==> src/hdl/tcc_pkg.sv <==
package tcc_pkg;

    // Field and datapath widths
    localparam int FIELD_W = 16;
    localparam int SMP_W   = 17;
    localparam int ANG_W   = 16;
    localparam int SQ_W    = 34;
    localparam int ROOT_W  = 17;
    localparam int VEC_W   = 52;
    localparam int NORM_W  = 54;
    localparam int CORD_W  = 36;
    localparam int ROT_W   = 34;
    localparam int ROT_Z_W = 33;
    localparam int TAB_LEN = 24;

    localparam logic [31:0] PI_Z32 = 32'h8000_0000;
    localparam logic signed [ROT_W-1:0] INV_GAIN = 34'sh0_26DD_3B6A;

    typedef logic signed [SMP_W-1:0] smp_t;
    typedef logic signed [ANG_W-1:0] bam_t;

    typedef struct packed {
        smp_t ax;
        smp_t ay;
        smp_t az;
        smp_t mx;
        smp_t my;
        smp_t mz;
    } imu_t;

    // atan(2^-i), 2^31 = pi
    function automatic logic [31:0] atan_entry(input int idx);
        logic [31:0] v;
        begin
            case (idx)
                0:       v = 32'h2000_0000;
                1:       v = 32'h12E4_051E;
                2:       v = 32'h09FB_385B;
                3:       v = 32'h0511_11D4;
                4:       v = 32'h028B_0D43;
                5:       v = 32'h0145_D7E1;
                6:       v = 32'h00A2_F61E;
                7:       v = 32'h0051_7C55;
                8:       v = 32'h0028_BE53;
                9:       v = 32'h0014_5F2F;
                10:      v = 32'h000A_2F98;
                11:      v = 32'h0005_17CC;
                12:      v = 32'h0002_8BE6;
                13:      v = 32'h0001_45F3;
                14:      v = 32'h0000_A2F9;
                15:      v = 32'h0000_517C;
                16:      v = 32'h0000_28BE;
                17:      v = 32'h0000_145F;
                18:      v = 32'h0000_0A2F;
                19:      v = 32'h0000_0517;
                20:      v = 32'h0000_028B;
                21:      v = 32'h0000_0145;
                22:      v = 32'h0000_00A2;
                23:      v = 32'h0000_0051;
                default: v = 32'h0000_0000;
            endcase
            return v;
        end
    endfunction

    // Round Q30 to Q15 and clamp
    function automatic logic signed [15:0] q15_sat(input logic signed [ROT_W-1:0] v);
        logic signed [ROT_W-1:0] q;
        begin
            q = (v + ROT_W'(16384)) >>> 15;
            if (q > ROT_W'(32767))
                return 16'sh7FFF;
            else if (q < -ROT_W'(32768))
                return 16'sh8000;
            else
                return q[15:0];
        end
    endfunction

endpackage

==> src/hdl/tcc_isqrt.sv <==
module tcc_isqrt
    import tcc_pkg::*;
#(
    parameter int PW = 1
)
(
    input  logic              clk,
    input  logic              rst_n,
    input  logic              en,
    input  logic              in_valid,
    input  logic [SQ_W-1:0]   value,
    input  logic [PW-1:0]     side_in,
    output logic              out_valid,
    output logic [ROOT_W-1:0] root,
    output logic [PW-1:0]     side_out
);

    // One result bit per stage, most significant first
    logic              v_reg    [ROOT_W];
    logic [SQ_W-1:0]   rem_reg  [ROOT_W];
    logic [SQ_W:0]     r_reg    [ROOT_W];
    logic [PW-1:0]     s_reg    [ROOT_W];

    for (genvar j = 0; j < ROOT_W; j++) begin : g_step
        localparam logic [SQ_W:0] BIT = (SQ_W+1)'(1) << (2 * (ROOT_W - 1 - j));
        logic            vi;
        logic [SQ_W-1:0] remi;
        logic [SQ_W:0]   ri;
        logic [PW-1:0]   si;
        logic [SQ_W-1:0] rem_next;
        logic [SQ_W:0]   r_next;
        logic [SQ_W:0]   trial;

        if (j == 0) begin : g_first
            assign vi   = in_valid;
            assign remi = value;
            assign ri   = '0;
            assign si   = side_in;
        end else begin : g_rest
            assign vi   = v_reg[j-1];
            assign remi = rem_reg[j-1];
            assign ri   = r_reg[j-1];
            assign si   = s_reg[j-1];
        end

        always_comb
        begin
            trial = ri + BIT;
            if ({1'b0, remi} >= trial)
            begin
                rem_next = remi - trial[SQ_W-1:0];
                r_next   = (ri >> 1) + BIT;
            end
            else
            begin
                rem_next = remi;
                r_next   = ri >> 1;
            end
        end

        always_ff @(posedge clk or negedge rst_n)
        begin
            if (!rst_n)
                v_reg[j] <= 1'b0;
            else if (en)
                v_reg[j] <= vi;
        end

        always_ff @(posedge clk)
        begin
            if (en)
            begin
                rem_reg[j] <= rem_next;
                r_reg[j]   <= r_next;
                s_reg[j]   <= si;
            end
        end
    end

    assign out_valid = v_reg[ROOT_W-1];
    assign root      = r_reg[ROOT_W-1][ROOT_W-1:0];
    assign side_out  = s_reg[ROOT_W-1];

endmodule

==> config.mk <==
export PLATFORM = sky130hd
export DESIGN_NAME = tcc_isqrt
export DESIGN_NICKNAME = d
export VERILOG_FILES = /design/src/hdl/tcc_pkg.sv /design/src/hdl/tcc_isqrt.sv
export SDC_FILE = /design/constraint.sdc
export NUM_CORES = 1
export LEC_CHECK = 0
export ABC_AREA = 0
export BUFFER_PORTS_ARGS = -buffer_cell sky130_fd_sc_hd__clkbuf_2
export CAP_MARGIN = 20
export CORE_AREA = 2 2 278 280
export DETAILED_ROUTE_END_ITERATION = 6
export DIE_AREA = 0 0 280 282
export PLACE_DENSITY = 0.59
export SETUP_SLACK_MARGIN = 0.2
export SLEW_MARGIN = 30
export SYNTH_ARGS = -nofsm -noshare
export SYNTH_HDL_FRONTEND = slang
export SYNTH_SLANG_ARGS = --single-unit
==> constraint.sdc <==
create_clock -name clk -period 2.7 [get_ports clk]
set_input_delay 0.405 -clock clk [delete_from_list [all_inputs] [get_ports clk]]
set_output_delay 0.405 -clock clk [all_outputs]
set_load 0.005 [all_outputs]
After elaboration in Yosys (flattened, before gate mapping)
Memories as Yosys holds them, arrays and structs flattened.
Cells that the tools add are included.

operators by class
  $add $sub $neg = 49
  magnitude comparators = 17
  mux-type cells = 36

operators with widths
  cell                    number
  $mux 34                 17
  $ge 34x35->1            16
  $mux 35                 16
  $sub 34x34->34          16
  $add 34x1->35 const B   1
  $add 34x11->35 const B  1
  $add 34x13->35 const B  1
  $add 34x15->35 const B  1
  $add 34x17->35 const B  1
  $add 34x19->35 const B  1
  $add 34x21->35 const B  1
  $add 34x23->35 const B  1
  $add 34x25->35 const B  1
  $add 34x27->35 const B  1
  $add 34x29->35 const B  1
  $add 34x3->35 const B   1
  $add 34x31->35 const B  1
  $add 34x5->35 const B   1
  $add 34x7->35 const B   1
  $add 34x9->35 const B   1
  $add 35x1->35 const B   1
  $add 35x11->35 const B  1
  $add 35x13->35 const B  1
  $add 35x15->35 const B  1
  other kinds (16)        17

word-level totals
  flip-flop bits (word level) = 17
  memory bits (writable) = 1190
  input bits = 39
  output and inout bits = 19
  word-level logic and storage cells = 122
  memories = 3

memories
  name     words  width  rd ports  clocked after memory_dff  write ports  RTL line         text
  r_reg    17     35     17        0                         17           tcc_isqrt.sv:21  logic [SQ_W:0] r_reg [ROOT_W];
  rem_reg  17     34     16        0                         17           tcc_isqrt.sv:20  logic [SQ_W-1:0] rem_reg [ROOT_W];
  s_reg    17     1      17        0                         17           tcc_isqrt.sv:22  logic [PW-1:0] s_reg [ROOT_W];

Depth between registers and ports, before layout
An unclocked memory read counts as a cell.

  word-level depth = 4
  depth in mapped cells = 12
  mapped depth without buffers = 11

Worst setup path before layout
Ideal clock, no wire load.

  path kind = reg2reg
  start point = memory rem_reg[12][10], in the netlist rem_reg[0][418]
  end point = memory rem_reg[13][32], in the netlist rem_reg[0][474], data pin
  library setup time = 0.258 ns
  arrival = 2.526 ns
  data required time = 2.442 ns
  path slack = -0.084 ns
  cell stages (with the launch flop) = 11
  path buffers = 1
  clock period less this slack = 2.784 ns
  cell sequence = edfxtp_1 -> ha_1 -> clkbuf_1 -> and4b_1 -> a2111o_1 -> and3_1 -> o41ai_1 -> nor3_1 -> nor3b_1 -> nand2_1 -> xnor2_1

RTL lines
  element      RTL line
  from (decl)  tcc_isqrt.sv:20

==> metrics.md <==
| Metric | Value |
|---|---|
| Cell chain of the critical path | `ha_1 -> or4b_4 -> nor4_2 -> nand4_1 -> o32a_1 -> nand3_2 -> nand3b_1 -> buf_6 -> nor4_4 -> xor2_1` |
| Nets | `3343` |
| GR met3 Demand/Resource | `0.0262` |
| Mapped cell area | `33900 um^2` |
| Worst skew pair latency | `0.64 ns` |
| Critical R2R Capture | `rem_reg[0][434]` |
| Ant diodes | `0` |
| R2R depth | `10` |
| Fin. Hold Viols | `0` |
| Reg clk slew, reported paths | `0.06 ns` |
| Critical path peak fanout | `4` |
| Outcome | `finished, violations left` |
| CP Data Required Time | `3.05 ns` |
| GRT Util Overall | `0.186` |
| Lkg Pwr | `17.7 nW` |
| Total grt overflow | `0` |
| Worst Hold Launch | `value[33]` |
| Least-Margin Pin Slew | `0.633 ns` |
| Post-route antenna net violation count | `0` |
| Critical Path Source Type | `flop` |
| Syn Area/Cell | `13.4 um^2` |
| Clock root buffer | `clkbuf_16` |
| Core Region | `75700 um^2` |
| Initial Utilization | `0.447` |
| WHS Path Cells | `2` |
| Vias in the first global route | `22800` |
| Die area | `79000 um^2` |
| Max-slew violations | `0` |
| Area delta synth->final | `34.2%` |
| Hold Path Class | `in2reg` |
| Met2 Usage GRT | `0.366` |
| First-pass GRT wire length | `116000 um` |
| Max Cap Viol | `0` |
| Crit Path Category | `reg2reg` |
| Final Cycle Share | `1.06` |
| GRT met1 Usage | `0.193` |
| WP data arrival | `3.21 ns` |
| DRC errors left | `0` |
| Reg2Reg Setup Slack | `-0.16 ns` |
| Relative slew margins | `0.578` |
| Num Clock Sinks | `731` |
| Crit path buf inv count | `1` |
| Max Freq | `0.349 GHz` |
| Syn_nets | `2733` |
| Largest net degree at the start of global routing | `115` |
| Post-Syn Instances | `2528` |
| Dpl cell area | `37900 um^2` |
| WHS Endpoint | `r_reg[0][32]` |
| RSZ-0062 raised after global routing | `true` |
| Final wirelength | `74500 um` |
| Largest register FFs | `544` |
| Die W | `280 um` |
| Max H-tree Level | `3` |
| Final setup skew | `0.0405 ns` |
| Row count | `101` |
| Ys async rst share | `0.0233` |
| Layout cells sized above 1 | `0.357` |
| Peak VDD IR | `0.596 mV` |
| Largest delay share family, worst path | `simple AND/OR/NAND/NOR gates` |
| CTS Buffer Depth | `3` |
| Most used routing layer | `met2` |
| Final setup margin | `-0.162 ns` |
| PwrDens | `738 nW/um^2` |
| Failing checks | `negative setup slack` |
| Number of antenna violations at the first check in global routing | `0` |
| Design area | `45500 um^2` |
| Crit-path max cell delay | `0.47 ns` |
| GPL Wtd Cong | `0.963` |
| Synth cell types | `79` |
| Vias | `21900` |
| Most used DFF post-synth | `edfxtp_1` |
| RR Startpoint | `rem_reg[0][388]` |
| CTS Buf Count | `79` |
| Final Total Pwr | `0.0336 W` |
| Io pins | `58` |
| Drt wl/cell | `17.8 um` |
| Final HPWL DP | `51000 um` |
| PortBufs | `57` |
| Seq/Total Area, Yosys | `0.646` |
| FF+latch count, synth | `731` |
| Warnings, synthesis | `0` |
| Pre-antenna DRT Iters | `5` |
| Iteration-0 DRC Markers | `1029` |
| Post-Place Setup Slack | `-0.551 ns` |
| CTS tree | `done` |
| Slowest cell on crit path | `or4b_4` |
| Die Ht | `282 um` |
| Setup violations, final | `56` |
| CP Capture Type | `flop` |
| Crit path time final | `2.86 ns` |
| Post-synth EDFFs | `714` |
| Vias per inst | `5.24` |
## layer usage
| layer | vias to the layer above | part of all wire |
|---|---|---|
| met4 | 0 | 0.044 |
| met3 | 177 | 0.029 |
| met5 | - | 0 |
| met2 | 380 | 0.56 |
| li1 | 10700 | - |
| met1 | 10700 | 0.37 |
## power breakdown
part / internal [W] / total (W) / leakage, nW / switching (W)
clock network: 0.00658 / 0.0111 / 1.29 / 0.00451
logic: 0.00370 / 0.00717 / 9.33 / 0.00347
registers: 0.0142 / 0.0153 / 7.05 / 0.00105
## logic make-up after synthesis
logic type | after synthesis | share of synthesized area
AO/OA/AOI/OAI | 435 | 0.0822
XOR/XNOR | 222 | 0.0574
adder cells (fa/ha/maj) | 166 | 0.0613
buffers and inverters | 234 | 0.0268
flip-flops | 731 | 0.646
multiplexers | 59 | 0.0206
AND/OR/NAND/NOR | 681 | 0.106
## layout make-up
class	instances	area [um^2]
Tap cell	978	1220
Inverter	197	744
Fill cell	5683	30200
Timing Repair Buffer	566	4890
Multi-Input combinational cell	1563	14000
Clock inverter	49	667
Sequential cell	731	21900
Clock buffer	96	2060
## cell usage in the layout, fill, tap and decap left out, types with 16 or more instances in the layout
master         netlist  final
inv_1              197    179
nor2_1             182    116
a21o_1              41     40
buf_12               0     21
clkbuf_2             0     56
clkbuf_16            0     82
o21ai_2              0     21
buf_4                0    371
o21a_1              38     37
nand3_1             34     23
nor2_4               0     49
nor4_1              69     44
nand2_1             95     73
mux2_4              10     27
nand4_1             31     31
or3_1               27     16
xnor2_1            115     99
a21oi_2              0     46
edfxtp_1           714    714
xnor2_2              0     16
nand2b_1            32     26
buf_6                3     67
o21ai_0             83     45
nor2b_1             22     20
nor3_1              81     45
ha_1               166    114
nor2_2               0     17
clkbuf_1            25     16
dlygate4sd3_1        0     35
a21oi_1            155    107
nor3_2               1     24
nor4_2               1     17
ha_4                 0     41
o21ai_1              2     16
xor2_1             107    106
mux2_2              45     28
inv_2                0     17
dfrtp_1             17     17
## metrics by stage
step | utilization | cells | TNS, ns | hold slack [ns]
2_1_floorplan | - | 2528 | 0 | 0.109
3_3_place_gp | 0.500 | 3826 | -13.26 | 0.343
3_5_place_dp | 0.500 | 3826 | -17.15 | 0.353
4_1_cts | 0.577 | 4115 | -4.28 | 0.0112
5_1_grt | 0.601 | 4180 | -12.95 | 0.0452
6_report | 0.601 | 4180 | -4.10 | 0.0497
## cells in the mapped netlist (34+ instances only)
cell      count  area, um^2
mux2_2       45         507
xnor2_1     115        1010
edfxtp_1    714       21400
nor4_1       69         432
nand3_1      34         170
a21oi_1     155         776
a21o_1       41         308
nor3_1       81         405
nand2_1      95         357
ha_1        166        2080
o21ai_0      83         415
xor2_1      107         937
o21a_1       38         285
inv_1       197         739
nor2_1      182         683
## what timing repair did
| item | CTS | global route |
|---|---|---|
| endpoints found under the hold margin | 51 | 0 |
| hold buffers | 35 | 0 |
| resized for setup | 418 | 266 |
| pin swaps | 148 | 134 |
| endpoints found under the setup margin | 252 | 259 |
| setup buffers | 102 | 63 |
| cloned | 7 | 2 |
## worst max path at each step
stage / startpoint / endpoint / slack (ns) / cells past startpoint
global route: rem_reg[0][400] / rem_reg[0][440] / -0.26 / 9
floorplan: rem_reg[0][399] / rem_reg[0][422] / 0.02 / 7
detailed placement: rem_reg[0][262] / rem_reg[0][301] / -0.55 / 9
global placement: rem_reg[0][261] / rem_reg[0][305] / -0.57 / 9
finish: rem_reg[0][388] / rem_reg[0][434] / -0.16 / 10
CTS: rem_reg[0][388] / rem_reg[0][434] / -0.17 / 10
Power figures use the tool's default switching activity.
