===== config.mk =====
export PLATFORM = sky130hd
export DESIGN_NAME = tcc_rot
export DESIGN_NICKNAME = d
export VERILOG_FILES = /design/src/hdl/tcc_pkg.sv /design/src/hdl/tcc_rot.sv
export SDC_FILE = /design/constraint.sdc
export NUM_CORES = 2
export LEC_CHECK = 0
export ABC_CLOCK_PERIOD_IN_PS = 4800
export BUFFER_PORTS_ARGS = -buffer_cell sky130_fd_sc_hd__buf_2
export CAP_MARGIN = 10
export CORE_UTILIZATION = 45
export CTS_BUF_LIST = sky130_fd_sc_hd__clkbuf_4
export DETAILED_ROUTE_END_ITERATION = 6
export PLACE_DENSITY = 0.68
export SYNTH_ARGS = -nofsm -noshare
export SYNTH_HDL_FRONTEND = slang
export SYNTH_SLANG_ARGS = --single-unit

===== constraint.sdc =====
create_clock -name clk -period 4.8 [get_ports clk]
set_input_delay 0.96 -clock clk [delete_from_list [all_inputs] [get_ports clk]]
set_output_delay 0.96 -clock clk [all_outputs]
set_load 0.005 [all_outputs]

===== src/hdl/tcc_pkg.sv =====
package tcc_pkg;

    // Field and datapath widths
    localparam int FIELD_W = 16;
    localparam int SMP_W   = 17;
    localparam int ANG_W   = 16;
    localparam int SQ_W    = 34;
    localparam int ROOT_W  = 17;
    localparam int VEC_W   = 52;
    localparam int NORM_W  = 54;
    localparam int CORD_W  = 36;
    localparam int ROT_W   = 34;
    localparam int ROT_Z_W = 33;
    localparam int TAB_LEN = 24;

    localparam logic [31:0] PI_Z32 = 32'h8000_0000;
    localparam logic signed [ROT_W-1:0] INV_GAIN = 34'sh0_26DD_3B6A;

    typedef logic signed [SMP_W-1:0] smp_t;
    typedef logic signed [ANG_W-1:0] bam_t;

    typedef struct packed {
        smp_t ax;
        smp_t ay;
        smp_t az;
        smp_t mx;
        smp_t my;
        smp_t mz;
    } imu_t;

    // atan(2^-i), 2^31 = pi
    function automatic logic [31:0] atan_entry(input int idx);
        logic [31:0] v;
        begin
            case (idx)
                0:       v = 32'h2000_0000;
                1:       v = 32'h12E4_051E;
                2:       v = 32'h09FB_385B;
                3:       v = 32'h0511_11D4;
                4:       v = 32'h028B_0D43;
                5:       v = 32'h0145_D7E1;
                6:       v = 32'h00A2_F61E;
                7:       v = 32'h0051_7C55;
                8:       v = 32'h0028_BE53;
                9:       v = 32'h0014_5F2F;
                10:      v = 32'h000A_2F98;
                11:      v = 32'h0005_17CC;
                12:      v = 32'h0002_8BE6;
                13:      v = 32'h0001_45F3;
                14:      v = 32'h0000_A2F9;
                15:      v = 32'h0000_517C;
                16:      v = 32'h0000_28BE;
                17:      v = 32'h0000_145F;
                18:      v = 32'h0000_0A2F;
                19:      v = 32'h0000_0517;
                20:      v = 32'h0000_028B;
                21:      v = 32'h0000_0145;
                22:      v = 32'h0000_00A2;
                23:      v = 32'h0000_0051;
                default: v = 32'h0000_0000;
            endcase
            return v;
        end
    endfunction

    // Round Q30 to Q15 and clamp
    function automatic logic signed [15:0] q15_sat(input logic signed [ROT_W-1:0] v);
        logic signed [ROT_W-1:0] q;
        begin
            q = (v + ROT_W'(16384)) >>> 15;
            if (q > ROT_W'(32767))
                return 16'sh7FFF;
            else if (q < -ROT_W'(32768))
                return 16'sh8000;
            else
                return q[15:0];
        end
    endfunction

endpackage


===== src/hdl/tcc_rot.sv =====
module tcc_rot
    import tcc_pkg::*;
#(
    parameter int STEPS = 16,
    parameter int PW    = 1
)
(
    input  logic              clk,
    input  logic              rst_n,
    input  logic              en,
    input  logic              in_valid,
    input  logic [ANG_W-1:0]  angle,
    input  logic [PW-1:0]     side_in,
    output logic              out_valid,
    output logic signed [15:0] sin_q15,
    output logic signed [15:0] cos_q15,
    output logic [PW-1:0]     side_out
);

    localparam int NSTP = (STEPS < TAB_LEN) ? STEPS : TAB_LEN;

    logic                      v_reg [NSTP];
    logic signed [ROT_W-1:0]   x_reg [NSTP];
    logic signed [ROT_W-1:0]   y_reg [NSTP];
    logic signed [ROT_Z_W-1:0] z_reg [NSTP];
    logic [PW-1:0]             s_reg [NSTP];

    // Rotation iterations, one per stage
    for (genvar i = 0; i < NSTP; i++) begin : g_iter
        logic                      vi;
        logic signed [ROT_W-1:0]   xi;
        logic signed [ROT_W-1:0]   yi;
        logic signed [ROT_Z_W-1:0] zi;
        logic [PW-1:0]             si;
        logic signed [ROT_W-1:0]   x_nx;
        logic signed [ROT_W-1:0]   y_nx;
        logic signed [ROT_Z_W-1:0] z_nx;
        logic signed [ROT_Z_W-1:0] at;

        if (i == 0) begin : g_first
            assign vi = in_valid;
            assign xi = INV_GAIN;
            assign yi = '0;
            assign zi = $signed({angle[ANG_W-1], angle, 16'h0000});
            assign si = side_in;
        end else begin : g_rest
            assign vi = v_reg[i-1];
            assign xi = x_reg[i-1];
            assign yi = y_reg[i-1];
            assign zi = z_reg[i-1];
            assign si = s_reg[i-1];
        end

        assign at = $signed({1'b0, atan_entry(i)});

        always_comb
        begin
            if (!zi[ROT_Z_W-1])
            begin
                x_nx = xi - (yi >>> i);
                y_nx = yi + (xi >>> i);
                z_nx = zi - at;
            end
            else
            begin
                x_nx = xi + (yi >>> i);
                y_nx = yi - (xi >>> i);
                z_nx = zi + at;
            end
        end

        always_ff @(posedge clk or negedge rst_n)
        begin
            if (!rst_n)
                v_reg[i] <= 1'b0;
            else if (en)
                v_reg[i] <= vi;
        end

        always_ff @(posedge clk)
        begin
            if (en)
            begin
                x_reg[i] <= x_nx;
                y_reg[i] <= y_nx;
                z_reg[i] <= z_nx;
                s_reg[i] <= si;
            end
        end
    end

    // Round to Q1.15
    logic               vo_reg;
    logic signed [15:0] sin_reg;
    logic signed [15:0] cos_reg;
    logic [PW-1:0]      so_reg;

    always_ff @(posedge clk or negedge rst_n)
    begin
        if (!rst_n)
            vo_reg <= 1'b0;
        else if (en)
            vo_reg <= v_reg[NSTP-1];
    end

    always_ff @(posedge clk)
    begin
        if (en)
        begin
            sin_reg <= q15_sat(y_reg[NSTP-1]);
            cos_reg <= q15_sat(x_reg[NSTP-1]);
            so_reg  <= s_reg[NSTP-1];
        end
    end

    assign out_valid = vo_reg;
    assign sin_q15   = sin_reg;
    assign cos_q15   = cos_reg;
    assign side_out  = so_reg;

endmodule


## After elaboration in Yosys (flattened, before gate mapping)

Memories as Yosys holds them, arrays and structs flattened. A register that Yosys moved wholly into a read port is not among the register bits.
Cells that the tools add are included.

| storage, ports and cells | value |
|---|---|
| memories | 4 |
| bits in registers | 49 |
| bits in writable memories | 1632 |
| word-level logic and storage cells | 172 |
| output and inout port bits | 34 |

Memory list:

| name | depth | bits a word | read ports | clocked after memory_dff | write ports | RTL line | source |
|---|---|---|---|---|---|---|---|
| x_reg | 16 | 34 | 16 | 0 | 16 | tcc_rot.sv:23 | `logic signed [ROT_W-1:0] x_reg [NSTP];` |
| y_reg | 16 | 34 | 16 | 0 | 16 | tcc_rot.sv:24 | `logic signed [ROT_W-1:0] y_reg [NSTP];` |
| z_reg | 16 | 33 | 15 | 0 | 16 | tcc_rot.sv:25 | `logic signed [ROT_Z_W-1:0] z_reg [NSTP];` |
| s_reg | 16 | 1 | 16 | 1 | 16 | tcc_rot.sv:26 | `logic [PW-1:0] s_reg [NSTP];` |

| operators by class | value |
|---|---|
| magnitude comparators | 4 |
| $add $sub $neg | 94 |
| multiplexer cells | 51 |

Operators by type and width:

| cell | count |
|---|---|
| 34-bit two-way mux | 31 |
| 33-bit two-way mux | 16 |
| 34-bit by 16-bit adder with 34-bit output (second input constant) | 2 |
| 34-bit by 19-bit adder with 34-bit output | 2 |
| 34-bit by 20-bit adder with 34-bit output | 2 |
| 34-bit by 21-bit adder with 34-bit output | 2 |
| 34-bit by 22-bit adder with 34-bit output | 2 |
| 34-bit by 23-bit adder with 34-bit output | 2 |
| 34-bit by 24-bit adder with 34-bit output | 2 |
| 34-bit by 25-bit adder with 34-bit output | 2 |
| 34-bit by 26-bit adder with 34-bit output | 2 |
| 34-bit by 27-bit adder with 34-bit output | 2 |
| 34-bit by 28-bit adder with 34-bit output | 2 |
| 34-bit by 29-bit adder with 34-bit output | 2 |
| 34-bit by 30-bit adder with 34-bit output | 2 |
| 34-bit by 31-bit adder with 34-bit output | 2 |
| 34-bit by 32-bit adder with 34-bit output | 2 |
| 34-bit by 33-bit adder with 34-bit output | 2 |
| 34-bit by 19-bit subtractor with 34-bit output | 2 |
| 34-bit by 20-bit subtractor with 34-bit output | 2 |
| 34-bit by 21-bit subtractor with 34-bit output | 2 |
| 34-bit by 22-bit subtractor with 34-bit output | 2 |
| 34-bit by 23-bit subtractor with 34-bit output | 2 |
| 34-bit by 24-bit subtractor with 34-bit output | 2 |
| other kinds (45) | 58 |

## Depth between registers and ports, before layout

An unclocked memory read counts as a cell.

| logic depth | value |
|---|---|
| word-level depth | 4 |
| gate-level depth with buffers | 22 |
| gate-level depth less buffers | 22 |

## Worst setup path after synthesis

No wires, ideal clock.

| timing path | value |
|---|---|
| path type | reg2reg |
| from | memory y_reg[2][9], in the netlist y_reg[0][77] |
| to | memory x_reg[3][33], in the netlist x_reg[0][135], data pin |
| slack | -0.320 ns |
| data arrival time | 4.860 ns |
| cell stages (with the launch flop) | 21 |
| setup time | 0.260 ns |
| cells stage by stage | edfxtp_1 > or4_1 > or3_1 > or4_1 > nor4_1 > nor2b_1 > a21oi_1 > xor2_1 > ha_1 > clkbuf_1 > a21o_1 > a21o_1 > a21o_1 > a21o_1 > a21o_1 > a21o_1 > a21oi_1 > o311ai_0 > a31o_2 > a21oi_1 > xnor2_1 |

RTL lines:

| what | RTL line |
|---|---|
| start: declaration | tcc_rot.sv:24 |
| end: declaration | tcc_rot.sv:23 |

==> out/qor.yml <==
worst_setup_path:
  cp_common_cell: "a21o_1"
  crit_required_ps: 5750
  r2r_slack_ps: 60
  crit_chain: "or4_4 -> or3_4 -> or4_4 -> nor4_4 -> nor2b_4 -> a21oi_2 -> xor2_1 -> ha_1 -> a21o_1 -> a21o_1 -> a21o_1 -> a21o_1 -> a21o_1 -> a21o_1 -> a21oi_4 -> o311ai_2 -> a31o_2 -> a21oi_2 -> xnor2_1"
  crit_buf_inv: 0
  critPathTopFamily: "simple AND/OR/NAND/NOR gates"
  end_kind: "register"
  cp_data_arrival_time_ps: 5690
  critical_path.max_stage_delay_ps: 560
  worstSetupPathType: "reg -> reg"
  worst-path-max-fanout: 3
  critPathLaunchType: "register"
  cpMaxStageDelayCell: "or4_4"
synthesis:
  ys_seq_elements: 1452
  synth_top_family_by_area: "compound AO/OA/AOI/OAI gates"
  synth_mux_area_share_pct: 1.45
  synth-edff-count: 1435
  synth_nets: 13749
  syn_area_per_cell_um2: 9.73
  synthArstFlopShare_pct: 1.17
  ys.flop_type: "edfxtp_1"
  synth_common_cells: "edfxtp_1 (1,435), a21oi_1 (1,367), ha_1 (1,363)"
  ys_types: 95
  yosysTopAreaCell: "edfxtp_1"
  synth.cell_area_um2: 120000
  synth-compound-area-share_pct: 19.5
  post_synth_inst_count: 12325
  synth_fa_ha_area_share_pct: 14.9
  ys_seq_area_share_pct: 36.3
  synthSimpleGateAreaFrac_pct: 12.4
  ys_warn_count: 0
  synth_most_common_cell: "edfxtp_1"
  synth.top_cell.area_share_pct: 35.9
  synthTopCellsByArea: "edfxtp_1 (36%), ha_1 (14%), xnor2_1 (8.5%)"
  synth_xor_area_share_pct: 13.1
die:
  die_y_um: 518
  io_pins: 55
  start_util_pct: 45.3
  rows: 189
  die_area_um2: 269000
  core_area_um2: 265000
  die_w_um: 518
sta:
  post-route-period-util_pct: 98.8
  finalMaxSlewViolations: 0
  period_needed_ps: 4740
  fin_tns_setup_ps: 0
  worstMarginPinSlew_ps: 893
  rsz0062_at_grt: "yes"
  slew_headroom_pct: 40.5
  fin_hold_ws_ps: 161
  clock-skew-final_ps: 111
  setup_viol: 0
  fmaxAchievable_mhz: 211
  finalHoldViolations: 0
place:
  portBuffers: 54
  hpwl_mm: 224
  gp_congestion: 0.918
  dp.cells: 16230
drt:
  via_per_inst: 5.53
  wl_mm: 286
  drt_iter0_markers: 5225
  ant_nets: 0
  drt_first_pass_iters: 7
  post-route-drc-count: 10
  vias: 93854
  drt-wirelength-per-cell_um: 16.8
cells_and_area:
  fin_nets: 14575
  final_cells: 16974
  fillers: 24259
  largest_reg_flops: 497
  drive_above_1_share_pct: 11.0
  syn_to_final_growth_pct: 11.8
global_route:
  grt_first_pass_wirelength_mm: 459
  gr-usage-met2_pct: 37.2
  top_usage_layer: "met2"
  antenna_found_initial: 2
  grt_pass1_vias: 90387
  grt_max_degree: 97
  track_usage_pct: 20.5
  use_met1_pct: 25.0
  grt_overflow: 0
  grtUsageMet3_pct: 2.31
clocking:
  ctsHtreeMaxLevel: 5
  cts_buffer_depth: 4
  cts_sinks: 1452
  insertion_delay_ps: 1250
  path_clk_slew_ps: 70
  cts_tree: "done"
  clockRootBuffer: "clkbuf_4"
  cts-buffers-inserted: 395
run:
  maxCapViolations: 0
run_status:
  violations: "DRC"
  status: "complete, but fails checks"
min_path:
  holdCritPathClass: "in -> async"
stage by stage:
stage	instance area [µm²]	utilization, %	setup WS [ps]
after floorplan	120000	-	-114
after global placement	128000	48.3	-107
after detailed placement	128000	48.3	-69.9
after CTS	133000	50.2	44.0
after global routing	134000	50.6	-171
final	134000	50.6	57.0
timing repair:
item                       4_1_cts  5_1_grt
buffers inserted                 0       38
cloned                           0        0
setup endpoints to repair        6      109
pin swaps                        1       31
resized for setup                4      143
hold buffers                    19        0
hold endpoints to repair        36        0
final cells by class:
| class | instances | area [µm²] | share of cell area [%] |
|---|---|---|---|
| Multi-Input combinational cell | 10148 | 74400 | 55.5 |
| Sequential cell | 1452 | 43500 | 32.4 |
| Timing Repair Buffer | 603 | 4730 | 3.53 |
| Tap cell | 3533 | 4420 | 3.30 |
| Clock buffer | 542 | 4070 | 3.03 |
| Inverter | 551 | 2070 | 1.54 |
| Clock inverter | 138 | 861 | 0.642 |
| Antenna cell | 7 | 17.5 | 0.0131 |
cells by family (layout without fill, tap and decap cells):
kind of cell / Yosys count / after routing
multiplexers: 163 / 163
XOR/XNOR: 1800 / 1800
AO/OA/AOI/OAI: 3715 / 3715
flip-flops: 1452 / 1452
adder cells (fa/ha/maj): 1403 / 1403
AND/OR/NAND/NOR: 3067 / 3067
other: 0 / 7
buffers and inverters: 725 / 1834
per-layer routing:
metal / up-vias / share of wire [%]
met5: - / 0
met4: 0 / 3.4
met3: 553 / 3.6
met2: 1826 / 50
met1: 43843 / 43
li1: 47632 / -
layout by cell type, fill, tap and decap left out, types with 34 or more instances in the layout:
master / count
edfxtp_1: 1435
ha_1: 1362
a21oi_1: 1350
xnor2_1: 1159
nor2_1: 1011
a21o_1: 688
xor2_1: 638
nand2_1: 555
inv_1: 547
o21ai_0: 547
clkbuf_4: 542
buf_4: 507
nor3_1: 299
nand3_1: 219
nand2b_1: 191
o21a_1: 183
nor2b_1: 162
o21bai_1: 145
a31oi_1: 134
and3_1: 104
a211oi_1: 93
clkinv_1: 93
mux2_2: 85
nand4_1: 81
mux2i_1: 78
and2_1: 74
a21boi_0: 73
or3_1: 64
o211ai_1: 63
nor4_1: 61
buf_2: 53
o31ai_1: 50
fa_1: 40
or2_2: 34
path summary, 6_finish.rpt:
check                             startpoint            end  depth (start not counted)
worst max-delay path            y_reg[0][74]  x_reg[0][135]                         19
worst min-delay path                   rst_n   g_iter[4].vi                          2
worst max register to register  y_reg[0][74]  x_reg[0][135]                         19
worst min register to register      s_reg[8]       s_reg[9]                          0
max in group asynchronous              rst_n   g_iter[8].vi                          2
min in group clk                          en  x_reg[0][236]                          1
Power is left out: the tool's default activity adds up to more than one toggle a clock period on the data nets, which glitch-free logic cannot reach.
